<file path="src/hdl/lu_linear_system_solver_unit_defines.svh">
// ---------------------------------------------------------------------------
// LU solver assertion macros
// Shared concurrent assertion forms for the LU solver RTL.
// ---------------------------------------------------------------------------
`ifndef LU_LINEAR_SYSTEM_SOLVER_UNIT_DEFINES_SVH
`define LU_LINEAR_SYSTEM_SOLVER_UNIT_DEFINES_SVH

// antecedent implies consequent in the same cycle
`define LUS_ASSERT_SAME(name, clk, rstn, ante, cons) \
    name: assert property (@(posedge clk) disable iff (!rstn) (ante) |-> (cons)) \
        else $error("LU solver check failed");

// antecedent implies consequent in the next cycle
`define LUS_ASSERT_NEXT(name, clk, rstn, ante, cons) \
    name: assert property (@(posedge clk) disable iff (!rstn) (ante) |=> (cons)) \
        else $error("LU solver check failed");

`endif

</file>
<file path="src/hdl/lusolve_ram.sv">
// ---------------------------------------------------------------------------
// LU solver RAM
// Simple dual-port RAM, one write and one registered read port.
// ---------------------------------------------------------------------------
module lusolve_ram #(
    parameter int WIDTH = 32,
    parameter int DEPTH = 32
) (
    input  logic                     aclk,
    input  logic                     we,
    input  logic [$clog2(DEPTH)-1:0] waddr,
    input  logic [WIDTH-1:0]         wdata,
    input  logic [$clog2(DEPTH)-1:0] raddr,
    output logic [WIDTH-1:0]         rdata
);

    logic [WIDTH-1:0] mem [DEPTH];

    always_ff @(posedge aclk) begin
        if (we) begin
            mem[waddr] <= wdata;
        end
        rdata <= mem[raddr];
    end

endmodule

</file>
<file path="config.mk">
export PLATFORM = sky130hd
export DESIGN_NAME = lusolve_ram
export DESIGN_NICKNAME = d
export VERILOG_FILES = /design/src/hdl/lu_linear_system_solver_unit_defines.svh /design/src/hdl/lusolve_ram.sv
export SDC_FILE = /design/constraint.sdc
export NUM_CORES = 1
export LEC_CHECK = 0
export BUFFER_PORTS_ARGS = -buffer_cell sky130_fd_sc_hd__buf_2
export CORE_MARGIN = 1.5
export CORE_UTILIZATION = 35
export DETAILED_ROUTE_END_ITERATION = 8
export PLACE_DENSITY = 0.57
export SYNTH_ARGS = -nofsm -noshare
export SYNTH_HDL_FRONTEND = slang
export SYNTH_SLANG_ARGS = --single-unit
</file>
<file path="constraint.sdc">
create_clock -name aclk -period 3.8 [get_ports aclk]
set_clock_uncertainty 0.1 [all_clocks]
set_input_delay 0.76 -clock aclk [delete_from_list [all_inputs] [get_ports aclk]]
set_output_delay 0.76 -clock aclk [all_outputs]
set_load 0.05 [all_outputs]
</file>
Yosys cells after proc, flatten, opt, wreduce, memory -nomap -nowiden
Memory sizes are Yosys's and may differ from the RTL's. A register that Yosys moved wholly into a read port is not among the register bits.
Index checks and enable logic that the tools add are counted.
Widths: inputs -> output; s select.

operators by class
  muxes and demuxes = 2

operators by type and width
  cell    count
  $mux 1  2

word-level totals
  register bits after elaboration = 0
  memory bits (writable) = 1024
  word-level logic and storage cells = 3
  memories kept = 1

memory list
  name  words  width  rd ports  clocked after Yosys merged registers in  write ports  RTL line           source
  mem   32     32     1         1                                        1            lusolve_ram.sv:17  logic [WIDTH-1:0] mem [DEPTH];

Longest topological paths before layout
  depth in word-level cells = 2
  mapped depth = 8
  gate-level depth less buffers = 5

Least setup slack after synthesis
OpenSTA, ideal clock, no wires.

  path kind = input port to flip-flop
  from = input port waddr[1]
  to = memory mem[12][0] (enable)
  setup time = 0.421 ns
  arrival = 2.773 ns
  path slack = 0.506 ns
  stages on the path = 3
  path buffers = 1
  path through = or3b_2 clkbuf_1 nor2_1

RTL lines
  what                RTL line           source
  start: declaration  lusolve_ram.sv:11  input logic [$clog2(DEPTH)-1:0] waddr,
  end: declaration    lusolve_ram.sv:17

No word-level cell before the write port.

==> flow_summary.toml <==
[pwr]
switching_share_pct = 22.19
powerDensity_nw_per_um2 = 532.0
peakVddDrop_uv = 398.5
p_leak_nw = 16.22
power_frac_seq_pct = 52.2
p_switching_mw = 5.540
internal-power_mw = 19.43
power_mw = 24.97
pwr-share-comb_pct = 5.7
pwr-share-clk_pct = 42.1

[cells_and_area]
synthToLayoutAreaGrowth_pct = 15.92
fin_nets = 2457
fillCellCount = 10250
mostFrequentLayoutCells = "edfxtp_1 (1024), mux2i_1 (512), clkbuf_16 (108), nand3_1 (98), nand2_1 (97)"
final_core_util_pct = 40.99
drive_gt1_share_pct = 15.20
fin_area_sq_um = 46930
layout_commonest_cell = "edfxtp_1"
fin_cells = 4020

[grt]
overflow = 0
track_usage_pct = 17.84
grt_pass1_vias = 21530
antenna_found_initial = 9
grt_pass1_wl_um = 152100
grt_max_degree = 55

[logic_synthesis]
synth_simple_gate_area_share_pct = 3.100
syn_inst = 2260
syn_area_sq_um = 40490
yosys_warnings = 0
synth_top_area_cell = "edfxtp_1"
synth.distinct_cells = 25
yosys-mux-area-fraction_pct = 12.66
synth_ff_type = "edfxtp_1"
ys_async_sr_fraction_pct = 0
synth_xor_area_share_pct = 0
synth_top_family_by_area = "multiplexers"
netlist.area_leader.share_pct = 75.95
ys_seq_area_share_pct = 77.54
synth_edf_count = 1024
synth-seq-cells = 1056
synthTopCellsByArea = "edfxtp_1 (76%), mux2i_1 (13%), a22oi_1 (1.8%), dfxtp_1 (1.6%), a22o_1 (1.4%)"
syn-num-nets = 2304
synth_compound_area_share_pct = 4.846
avgSynthCellArea_sq_um = 17.91
synthAdderAreaFrac_pct = 0

[place]
pre_cts_ws_ns = 0.3272
placed_cells = 3815
hpwl_um = 60930
port_buffers = 75
routabilityCongestion = 0.7866
placed_area_sq_um = 43330

[floorplanning]
start_util_pct = 35.36
fp-row-count = 124
dieArea_sq_um = 117700
die_height_um = 343.1
coreArea_sq_um = 114500
ioPinCount = 76
die-width_um = 343.1

[drt]
drc_errors = 2
wl_met2_um = 51640
drt-total-wl_um = 106300
dr_total_vias = 21260
route.met3.wl_um = 6553
wl_met1_um = 44920
drtIter0Drc = 2073
top_layer_used = "met5"
postRouteAntennaNets = 0
dr.pass1.iters = 9
wl_per_cell_um = 26.43
avgViaCountPerCell = 5.289

[worst_setup_path]
worstPathArrival_ns = 3.17
startpoint_type = "input pin"
critPathKind = "in -> reg"
crit_path_end_kind = "flip-flop"
path_max_fanout = 30
worst_ep_required_time_ns = 4.18

[cts]
cts-hold-fix-buffers = 0
cts_tree = "done"
post-cts-setup-buffers = 0
clockBufferDepth = 3
cts_root_buf = "clkbuf_16"
clk-insertion-delay-late_ns = 0.70
cts-resized-gates = 0
clock_sinks = 1056
numCtsBuffers = 108
htreeDepth = 3
clkTransAtPathRegs_ns = 0.06

[sta]
slew_headroom_pct = 32.82
final-hold-violation-count = 0
final-setup-viol-count = 0
grt_setup_unrepaired = "no"
layout_setup_ws_ns = 1.007
final.setup.tns_ns = 0
holdWs_ns = 0.4767
worst_pin_slew_ns = 1.008
fmax_mhz = 358.0
slew_violations = 0
fin_crit_sh_pct = 73.51
fin_crit_ns = 2.793

[outcome]
violations = "DRC"
status = "finished, violations left"

[run]
maxCapViolCount = 0

[min_path]
holdCritPathClass = "reg -> reg"
==> critical path: stages <==
cell and delay, ns:
buf_2 0.13, nor2b_4 0.60, buf_12 0.30, buf_4 0.30, a22o_1 0.20, nor3_1 0.06, a31oi_1 0.51, nand3_1 0.27
==> kinds of logic after synthesis <==
logic type      Yosys count
flops                  1056
mux                     512
compound gates          288
simple gates            277
buf+inv                 127
==> per-layer routing <==
layer / track usage [%] / vias up
met4: 5.892 / 8
li1: - / 9301
met3: 2.820 / 185
met5: 0 / -
met2: 29.82 / 728
met1: 23.74 / 11040
==> cells in the mapped netlist (3+ instances only) <==
cell / count
nand2_1: 98
clkbuf_1: 46
nand3b_1: 5
a22oi_1: 96
buf_2: 26
a31oi_1: 32
a21oi_1: 96
dfxtp_1: 32
buf_6: 15
nand3_1: 98
or3b_2: 3
a22o_1: 64
buf_1: 5
mux2i_1: 512
nor3_1: 32
edfxtp_1: 1024
nor2_1: 34
buf_4: 33
==> worst paths after layout <==
path,endpoint,depth (start not counted),slack [ns],start
setup reg to reg,rdata[11],6,1.93,mem[1][11]
setup / recovery,rdata[30],8,1.01,raddr[2]
hold / removal,rdata[18],4,0.48,mem[10][18]
hold reg to reg,rdata[18],4,0.48,mem[10][18]
==> power groups by stage <==
stage	registers (mW)	logic, mW	clock network (mW)
2_1_floorplan	13.4	0.669	0
3_3_place_gp	13.3	1.42	0
3_5_place_dp	13.3	1.43	0
4_1_cts	13.0	1.44	10.7
5_1_grt	13.0	1.51	11.1
6_report	13.0	1.43	10.5
==> layout make-up <==
class                      instances  area, sq um  area share (%)
antenna                            1        2.502        0.005332
clock buffer                     138         2905           6.191
clock inverter                    66        694.4           1.480
multi-input combinational       1077         8610           18.35
sequential                      1056        31390           66.89
tap                             1512         1892           4.031
timing repair buffer             170         1436           3.061
==> registers in the layout, summed over array words and instances, names as in the netlist <==
register  count
rdata        32
mem        1024
No activity file was read; power rests on OpenSTA's default activity.
