`src/hdl/lu_linear_system_solver_unit_defines.svh`:
```
// ---------------------------------------------------------------------------
// LU solver assertion macros
// Shared concurrent assertion forms for the LU solver RTL.
// ---------------------------------------------------------------------------
`ifndef LU_LINEAR_SYSTEM_SOLVER_UNIT_DEFINES_SVH
`define LU_LINEAR_SYSTEM_SOLVER_UNIT_DEFINES_SVH

// antecedent implies consequent in the same cycle
`define LUS_ASSERT_SAME(name, clk, rstn, ante, cons) \
    name: assert property (@(posedge clk) disable iff (!rstn) (ante) |-> (cons)) \
        else $error("LU solver check failed");

// antecedent implies consequent in the next cycle
`define LUS_ASSERT_NEXT(name, clk, rstn, ante, cons) \
    name: assert property (@(posedge clk) disable iff (!rstn) (ante) |=> (cons)) \
        else $error("LU solver check failed");

`endif

```
`src/hdl/lusolve_pkg.sv`:
```
// ---------------------------------------------------------------------------
// LU solver package
// Input kind codes and the shared 32-bit saturation helper.
// ---------------------------------------------------------------------------
package lusolve_pkg;

    typedef enum logic [1:0] {
        KIND_MATRIX = 2'd0,
        KIND_RHS    = 2'd1,
        KIND_SOLVE  = 2'd2,
        KIND_NONE   = 2'd3
    } kind_t;

    localparam int WORD_W = 32;

    function automatic logic signed [WORD_W-1:0] sat32(input logic signed [63:0] v);
        logic signed [63:0] hi;
        logic signed [63:0] lo;
        hi = 64'sh0000_0000_7FFF_FFFF;
        lo = -64'sh0000_0000_8000_0000;
        if (v > hi) begin
            sat32 = 32'sh7FFF_FFFF;
        end else if (v < lo) begin
            sat32 = -32'sh8000_0000;
        end else begin
            sat32 = v[WORD_W-1:0];
        end
    endfunction

endpackage

```
`src/hdl/lusolve_div.sv`:
```
// ---------------------------------------------------------------------------
// LU solver divider
// Restoring divider, (num << FRAC_BITS) / den, truncated, saturated.
// ---------------------------------------------------------------------------
module lusolve_div
    import lusolve_pkg::*;
#(
    parameter int FRAC_BITS = 16
) (
    input  logic                     aclk,
    input  logic                     aresetn,
    input  logic                     start,
    input  logic signed [WORD_W-1:0] num,
    input  logic signed [WORD_W-1:0] den,
    output logic                     done,
    output logic signed [WORD_W-1:0] quot
);

    localparam int DW = WORD_W + FRAC_BITS;
    localparam int NW = $clog2(DW + 1);

    typedef enum logic [1:0] {D_IDLE, D_RUN, D_FIN} dstate_t;

    dstate_t           state_reg;
    logic [DW-1:0]     dvd_reg;
    logic [WORD_W-1:0] dmag_reg;
    logic [WORD_W-1:0] rem_reg;
    logic              neg_reg;
    logic [NW-1:0]     cnt_reg;
    logic              done_reg;
    logic [WORD_W-1:0] quot_reg;

    logic [WORD_W:0]   trial;
    logic              fits;
    logic [WORD_W-1:0] num_mag;
    logic [WORD_W-1:0] den_mag;
    logic signed [63:0] q_signed;

    assign num_mag = num[WORD_W-1] ? WORD_W'(-num) : WORD_W'(num);
    assign den_mag = den[WORD_W-1] ? WORD_W'(-den) : WORD_W'(den);
    assign trial   = {rem_reg, dvd_reg[DW-1]};
    assign fits    = trial >= {1'b0, dmag_reg};
    assign q_signed = neg_reg ? -$signed(64'(dvd_reg)) : $signed(64'(dvd_reg));

    always_ff @(posedge aclk) begin
        if (!aresetn) begin
            state_reg <= D_IDLE;
            done_reg  <= 1'b0;
        end else begin
            done_reg <= 1'b0;
            unique case (state_reg)
                D_IDLE: begin
                    if (start) begin
                        dvd_reg   <= {num_mag, FRAC_BITS'(0)};
                        dmag_reg  <= den_mag;
                        neg_reg   <= num[WORD_W-1] ^ den[WORD_W-1];
                        rem_reg   <= '0;
                        cnt_reg   <= NW'(DW);
                        state_reg <= D_RUN;
                    end
                end
                D_RUN: begin
                    // one quotient bit a cycle, shifted into the dividend
                    rem_reg <= fits ? WORD_W'(trial - {1'b0, dmag_reg}) : trial[WORD_W-1:0];
                    dvd_reg <= {dvd_reg[DW-2:0], fits};
                    cnt_reg <= cnt_reg - NW'(1);
                    if (cnt_reg == NW'(1)) begin
                        state_reg <= D_FIN;
                    end
                end
                D_FIN: begin
                    quot_reg  <= sat32(q_signed);
                    done_reg  <= 1'b1;
                    state_reg <= D_IDLE;
                end
                default: state_reg <= D_IDLE;
            endcase
        end
    end

    assign done = done_reg;
    assign quot = quot_reg;

endmodule

```
`config.mk`:
```
export PLATFORM = sky130hd
export DESIGN_NAME = lusolve_div
export DESIGN_NICKNAME = d
export VERILOG_FILES = /design/src/hdl/lu_linear_system_solver_unit_defines.svh /design/src/hdl/lusolve_pkg.sv /design/src/hdl/lusolve_div.sv
export SDC_FILE = /design/constraint.sdc
export NUM_CORES = 1
export LEC_CHECK = 0
export BUFFER_PORTS_ARGS = -buffer_cell sky130_fd_sc_hd__buf_2
export CAP_MARGIN = 10
export CORE_ASPECT_RATIO = 0.8
export CORE_MARGIN = 8
export CORE_UTILIZATION = 50
export DETAILED_ROUTE_END_ITERATION = 10
export GPL_TIMING_DRIVEN = 0
export PLACE_DENSITY = 0.75
export SLEW_MARGIN = 20
export SYNTH_ARGS = -nofsm -noshare
export SYNTH_HDL_FRONTEND = slang
export SYNTH_SLANG_ARGS = --single-unit
```
`constraint.sdc`:
```
create_clock -name aclk -period 5.3 [get_ports aclk]
set_clock_uncertainty 0.15 [all_clocks]
set_input_delay 0.53 -clock aclk [delete_from_list [all_inputs] [get_ports aclk]]
set_output_delay 0.53 -clock aclk [all_outputs]
set_load 0.05 [all_outputs]
```
# Yosys cells after proc, flatten, opt, wreduce, memory -nomap -nowiden
# Index checks and enable logic that the tools add are counted.
# word_totals
latch_bits,0
mem_bits_rw,0
romBits,0
elab_cells,44
regBits,154
n_memories,0
inputBits,67
# op_classes
reduce_logical,6
n_mux,15
n_mul,0
eq_ne,5
n_div,0
addsub,5
shift,0
order_cmp,3
bitwise_logic,1
# op_table
operator,count
$mux 32,4
$pmux 48 s2,1
$gt 64x32->1 const B,1
$lt 64x32->1 const B,1
$mux 64,1
$neg 32->32,2
$neg 48->64,1
$pmux 32 s2,1
$mux 48,1
$ge 33x32->1,1
$sub 32x32->32,1
$mux 31,1
$pmux 6 s2,1
$eq 6x1->1 const B,1
$mux 6,1
$reduce_and 3->1,2
$sub 6x1->6 const B,1
$mux 2,2
$ne 2x2->1 const B,2
$pmux 2 s2,1
$reduce_and 2->1,2
$eq 2x1->1 const B,1
$eq 2x2->1 const B,1
$logic_not 2->1,1
3 further kinds,3

# Longest topological paths before layout
# Gate-level depths: netlist of run 1.
# logic_depth
word_depth,4
depth_mapped,13
mapped_depth_nobuf,11

# Worst setup path before layout of run 1
# Ideal clock, no wire load.
# synth_timing
path_type,input to register
startpoint,input aresetn
endpoint,register cnt_reg[0] (enable)
t_arrival_ns,4.233
setup_time_ns,0.531
path_stages,2
n_path_buf,0
required_time_ns,4.619
setup_slack_ns,0.386
path_cell_list,nand2b_1 nor2_1
# synth_via
elab_chain_cells,1
# synth_lines
item,line_no,source
from (decl),lusolve_div.sv:11,"input logic aresetn,"
$reduce_and 3->1 (no source line),--,
to (signal assigned),lusolve_div.sv:58,cnt_reg <= NW'(DW);
to (signal assigned),lusolve_div.sv:66,cnt_reg <= cnt_reg - NW'(1);
to (decl),lusolve_div.sv:29,logic [NW-1:0] cnt_reg;
# Every way passes these cells.
# A chain may end at the register's enable or synchronous reset.

# Final worst setup path of run 1
# layout_timing
startpoint,register dvd_reg[6]
endpoint,register quot_reg[22] (netlist: quot[22]) (data pin)
# layout_via
elab_chain_cells,4
# layout_lines
item,line_no,source
from (decl),lusolve_div.sv:25,logic [DW-1:0] dvd_reg;
from (signal assigned),lusolve_div.sv:54,"dvd_reg <= {num_mag, FRAC_BITS'(0)};"
from (signal assigned),lusolve_div.sv:65,"dvd_reg <= {dvd_reg[DW-2:0], fits};"
$neg 48->64,lusolve_div.sv:43,assign q_signed = neg_reg ? -$signed(64'(dvd_reg)) : $signed(64'(dvd_reg));
$mux 64 *,lusolve_div.sv:43,
$lt 64x32->1,lusolve_pkg.sv:23,end else if (v < lo) begin
$mux 32,lusolve_pkg.sv:23,
to (signal assigned),lusolve_div.sv:72,quot_reg <= sat32(q_signed);
to (decl),lusolve_div.sv:31,logic [WORD_W-1:0] quot_reg;
# Mark *: on every way between the ends. The rest lies on a longest branch, timed or not.

==> reports/results.txt, run 1 <==
Mapped Nets: 1271
period utilization: 0.909
hold_ws: 0.183 ns
initial core utilization: 0.509
post-place instance area: 0.0119 sq mm
worst setup path start: dvd_reg[6]$_SDFFCE_PN0P_
DRT antenna net count: 0
CTS Buf Count: 17
Hold Crit Class: input port to register
Placer Congestion: 0.909
Rel. slew slack: 0.300
largest net degree at the start of global routing: 33
first-pass GRT wire length: 46300 um
RSZ-0062 raised after global routing: no
DP Cell Count: 1546
share of cells above drive strength 1: 0.144
# diodes: 0
Cells after Synth: 1166
Synth warnings: 0
Die X-Extent: 181 um
final setup fails: 0
P_leak: 4.65 nW
vias post-DR: 9490
utilization after layout: 0.582
Synth async-reset ratio: 0
Crit Path Class: register to register
residual DRC count: 0
CTS root buf: clkbuf_16
measured slew at the worst slew-check pin: 1.04 ns
Port Buffer Count: 99
Worst VDD drop: 0.213 mV
fin crit period: 4.82 ns
FMAX: 208 MHz
Final Cell Area: 0.0125 sq mm
post-synth cell types: 69
TritonCTS clock tree: built
Crit path arrival time: 4.93 ns
Crit Reg-Reg Startpoint: dvd_reg[6]$_SDFFCE_PN0P_
H-tree Lvls: 4
num ports: 100
post-route setup slack: 0.482 ns
Non-Filler Instances: 1578
setup TNS: 0 ns
status: complete, no violations
Final Power: 3.47 mW
Clock power frac: 0.376
R2R depth: 10
reg2reg end: quot[22]$_SDFFCE_PN1P_
PwrDens: 277 mW/mm^2
logic gate share of total power: 0.194
initial antenna violation count: 1
commonest cells in the synthesized netlist: edfxtp_1, nand2_1, o21ai_0
Max Root-Sink Buffers: 2
Seq/Total Area, Yosys: 0.420
Mean Syn Cell Area: 9.38 sq um
Synth area leaders: edfxtp_1, xor2_1, ha_1
FP Rows: 48
Int Pwr: 2.49 mW
clock-pin transition on the worst setup and hold timing paths: 0.07 ns
final wirelength: 28300 um
die area: 0.0269 sq mm
Critical Path End: quot[22]$_SDFFCE_PN1P_
flop2flop setup slack: 0.48 ns
cts hold-fix bufs: 0
post-synthesis cell area: 0.0109 sq mm
post-cts sizing count: 0
NetSw: 979 uW
nets: 1395
fillcell total: 1863
Placement Setup Slack: 0.670 ns
drt first-iter violations: 1058
critical path launch point type: register
drt wl/cell: 17.9 um
vias in the first global route: 8947
worst skew pair latency: 0.43 ns
total gr overflow: 0
Flop pwr share: 0.430
Crit Path Max Fanout: 10
count leader, synth: edfxtp_1
DR vias/cell: 6.01
CP Data Required Time: 5.41 ns
Seq cells post-synth: 154
prevailing post-synth register cell: edfxtp_1
number of flip-flops in the largest register: 48
final number of hold-violating endpoints: 0
Total GRT Usage: 0.211
final HPWL from detailed placement: 21900 um
Synth top area share: 0.415
sw frac: 0.282
max_cap viols: 0
Core Region: 0.0215 sq mm
area leader, netlist: edfxtp_1
EDFF count, synth: 151
CTS sink count: 154
drt first pass iters: 6
height of the die: 148 um
P&R area growth vs syn: 14.4%
fin. max-slew vios: 0
postcts setup bufs: 0
CP Capture Type: register
cell families after synthesis:
logic type | count (synthesis) | share of synthesized area
buffers and inverters | 116 | 0.0430
adder cells (fa/ha/maj) | 38 | 0.0442
XOR/XNOR | 114 | 0.0913
flip-flops | 154 | 0.420
AO/OA/AOI/OAI | 302 | 0.189
multiplexers | 5 | 0.00481
AND/OR/NAND/NOR | 437 | 0.207
worst min-delay path by stage:
| stage | cells after the start | start | end | slack (ns) |
|---|---|---|---|---|
| floorplan | 1 | state_reg[1]$_SDFFE_PN0P_ | done$_SDFF_PN0_ | 0.36 |
| global placement | 1 | state_reg[1]$_SDFFE_PN0P_ | done$_SDFF_PN0_ | 0.39 |
| detailed placement | 1 | state_reg[1]$_SDFFE_PN0P_ | done$_SDFF_PN0_ | 0.40 |
| CTS | 1 | den[0] | dmag_reg[0]$_DFFE_PP_ | 0.16 |
| global route | 1 | den[0] | dmag_reg[0]$_DFFE_PP_ | 0.16 |
| finish | 1 | den[0] | dmag_reg[0]$_DFFE_PP_ | 0.18 |
area by class of cell:
type	count	area, sq um	share of cell area
multi-input cells	896	5880	0.470
clock buffers	18	429	0.0343
inverters	57	214	0.0171
plain buffers	59	256	0.0205
clock inverters	14	195	0.0156
repair buffers	105	593	0.0474
well taps	275	344	0.0275
flip-flops and latches	154	4590	0.367
layout by cell type, fill, tap and decap left out, types with 8 or more instances in the layout:
cell type,netlist,layout
o211ai_1,33,33
edfxtp_1,151,151
inv_1,57,57
and3_1,15,15
xnor2_1,49,49
buf_2,4,103
nand2_1,120,120
a21o_1,18,18
nand3_1,52,52
o21a_1,8,8
a31oi_1,9,9
o21ai_0,83,83
nor3_1,21,21
or2_2,14,14
xor2_1,65,65
or4_1,21,21
nor2b_1,11,11
ha_1,37,37
nand2b_1,8,8
nor4_1,17,17
or3_1,19,19
o41ai_1,16,16
clkbuf_16,0,17
a21oi_1,50,50
a211oi_1,11,11
o31ai_1,29,29
nand4_1,14,14
clkbuf_1,50,51
and2_1,17,17
nor2_1,77,76
worst max-delay path, cell delays in order (launching register included):
cell	delay [ns]
edfxtp_1	0.44
or4_1	0.51
buf_2	0.18
nor4_2	0.81
nand4_1	0.34
o41ai_1	0.45
xor2_1	0.16
nor4_1	0.91
clkbuf_1	0.41
nand3_1	0.16
o211ai_1	0.13
routing by layer:
layer,vias up,GRT usage,share of wire
met5,-,0,0.00053
met4,2,0.0573,0.013
met3,28,0.0466,0.080
met2,340,0.319,0.44
met1,4503,0.299,0.47
li1,4617,-,-
power by group through the flow:
stage               clock network [mW]  registers [mW]  logic [mW]
global route                      1.37            1.50       0.752
global placement                     0            1.52       0.638
detailed placement                   0            1.51       0.663
finish                            1.30            1.49       0.674
floorplan                            0            1.50       0.476
CTS                               1.32            1.49       0.667
No activity file was read; power rests on OpenSTA's default activity.
==> run 2, diff against run 1 <==
--- a/config.mk
+++ b/config.mk
@@ -9,10 +9,10 @@
 export CAP_MARGIN = 10
 export CORE_ASPECT_RATIO = 0.8
 export CORE_MARGIN = 8
-export CORE_UTILIZATION = 50
+export CORE_UTILIZATION = 44
 export DETAILED_ROUTE_END_ITERATION = 10
 export GPL_TIMING_DRIVEN = 0
-export PLACE_DENSITY = 0.75
+export PLACE_DENSITY = 0.68
 export SLEW_MARGIN = 20
 export SYNTH_ARGS = -nofsm -noshare
 export SYNTH_HDL_FRONTEND = slang
==> run 2 against run 1 <==
Effect of this change: clock power decreased by 13%; critical path depth unchanged; global-route usage fell by 2.3 points; fmax fell by 1.6%; wire length increased by 0.66%; setup slack lost 0.080 ns; largest cell class unchanged; largest power group unchanged.
==> reports/results.txt, run 2 (synthesis gave the netlist of run 1 again) <==
status: complete, no violations
Core Region: 0.0244 sq mm (+13%)
cts hold-fix bufs: 0 (unchanged)
initial antenna violation count: 0 (-1)
drt wl/cell: 17.6 um (-2.1%)
Non-Filler Instances: 1622 (+2.8%)
clock-pin transition on the worst setup and hold timing paths: 0.07 ns (about the same)
cell mode on critical path: clkbuf_1
Total GRT Usage: 0.187 (-0.0234)
Critical Path Max Stage Delay: 0.92 ns (about the same)
# diodes: 0 (unchanged)
critical path launch point type: register
DRT antenna net count: 0 (unchanged)
Crit path max-delay family: simple AND/OR/NAND/NOR gates
residual DRC count: 0 (unchanged)
TritonCTS clock tree: built
Final Cell Area: 0.0125 sq mm (about the same)
P_leak: 4.62 nW (-0.60%)
drt first-iter violations: 859 (-19%)
worst-path cell chain: or4_1 > clkbuf_1 > nor4_2 > nand4_1 > o41ai_1 > xor2_1 > nor4_1 > clkbuf_1 > nand3_1 > o211ai_1
CTS root buf: clkbuf_16
Crit Path Class: register to register
CTS Buf Count: 17 (unchanged)
WP buf/inv: 2 (unchanged)
Placement Setup Slack: 0.584 ns (-0.0862 ns)
die area: 0.0302 sq mm (+12%)
DR vias/cell: 5.84 (-2.9%)
number of flip-flops in the largest register: 48 (unchanged)
Die X-Extent: 192 um (+6.0%)
DP Cell Count: 1590 (+2.8%)
Crit Path Max Fanout: 10 (unchanged)
final wirelength: 28500 um (+0.66%)
post-place instance area: 0.0120 sq mm (+0.75%)
RSZ-0062 raised after global routing: no
initial core utilization: 0.449 (-0.0600)
max_cap viols: 0 (unchanged)
nets: 1396 (+0.072%)
Placer Congestion: 0.897 (-1.3%)
share of cells above drive strength 1: 0.146 (+0.00219)
PwrDens: 264 mW/mm^2 (-4.9%)
postcts setup bufs: 0 (unchanged)
Port Buffer Count: 99 (unchanged)
Max Root-Sink Buffers: 2 (unchanged)
worst skew pair latency: 0.44 ns (about the same)
total gr overflow: 0 (unchanged)
fin crit period: 4.90 ns (+0.0801 ns)
height of the die: 157 um (+5.9%)
fin. max-slew vios: 0 (unchanged)
CP Data Required Time: 5.41 ns (about the same)
final number of hold-violating endpoints: 0 (unchanged)
drt first pass iters: 7 (+1)
final HPWL from detailed placement: 21900 um (about the same)
FMAX: 204 MHz (-1.6%)
post-cts sizing count: 0 (unchanged)
vias post-DR: 9473 (-0.18%)
vias in the first global route: 8816 (-1.5%)
H-tree Lvls: 4 (unchanged)
CP max stage cell: nor4_1
num ports: 100 (unchanged)
CTS sink count: 154 (unchanged)
period utilization: 0.924 (+0.0151)
commonest non-fill, non-tap cells in the layout: edfxtp_1, nand2_1, buf_2
FP Rows: 51 (+6.3%)
Rel. slew slack: 0.296 (-0.00415)
measured slew at the worst slew-check pin: 1.05 ns (+0.00617 ns)
post-route setup slack: 0.402 ns (-0.0801 ns)
largest net degree at the start of global routing: 33 (unchanged)
utilization after layout: 0.513 (-0.0684)
Hold Crit Class: input port to register
first-pass GRT wire length: 45700 um (-1.2%)
P&R area growth vs syn: 14.5% (about the same)
final setup fails: 0 (unchanged)
CP Capture Type: register
most common cell after layout, fill and taps aside: edfxtp_1
Final Power: 3.30 mW (-4.8%)
Worst VDD drop: 0.216 mV (+1.3%)
Crit path arrival time: 5.00 ns (+0.07 ns)
==> run 2: cell types whose count changed in the layout (fill, tap and decap cells not counted), sizes merged <==
| cell | before | now |
|---|---|---|
| buf | 114 | 115 |
| bufinv | 4 | 0 |
| clkinvlp | 1 | 3 |
| inv | 60 | 62 |
| clkinv | 6 | 7 |
| clkbuf | 68 | 67 |
==> run 2: path summary, 6_finish.rpt <==
kind                              from                     end  slack [ns]  cells after the start
max           dvd_reg[1]$_SDFFCE_PN0P_  quot[17]$_SDFFCE_PN1P_        0.40                     10
min                            aresetn         done$_SDFF_PN0_        0.24                      2
min reg2reg  state_reg[1]$_SDFFE_PN0P_         done$_SDFF_PN0_        0.43                      1
max reg2reg   dvd_reg[1]$_SDFFCE_PN0P_  quot[17]$_SDFFCE_PN1P_        0.40                     10
==> run 2: metrics by stage <==
stage,TNS [ns],hold WS [ns]
detailed placement,0,0.420
global route,0,0.231
CTS,0,0.225
floorplan,0,0.359
finish,0,0.238
global placement,-133.75,0.400
==> run 2: final cells by class <==
type	count	area (sq um)
Clock buffer	17	425
Timing Repair Buffer	106	628
Inverter	57	214
Tap cell	318	398
Sequential cell	154	4590
Buffer	59	256
Clock inverter	15	115
Fill cell	2280	11900
Multi-Input combinational cell	896	5880
==> run 2: power breakdown <==
part           switching (mW)  total, mW  internal, mW
Sequential             0.0602       1.49          1.43
Clock                   0.528       1.13         0.604
Combinational           0.407      0.677         0.270
==> run 2: per-layer routing <==
metal  wire length [um]  GRT usage  vias to the layer above  share of wire
li1                   -          -                     4636              -
met1              13700      0.271                     4484           0.48
met2              12600      0.284                      330           0.44
met3               1960     0.0372                       23          0.069
met4                225     0.0428                        0         0.0079
met5                  0          0                        -              0
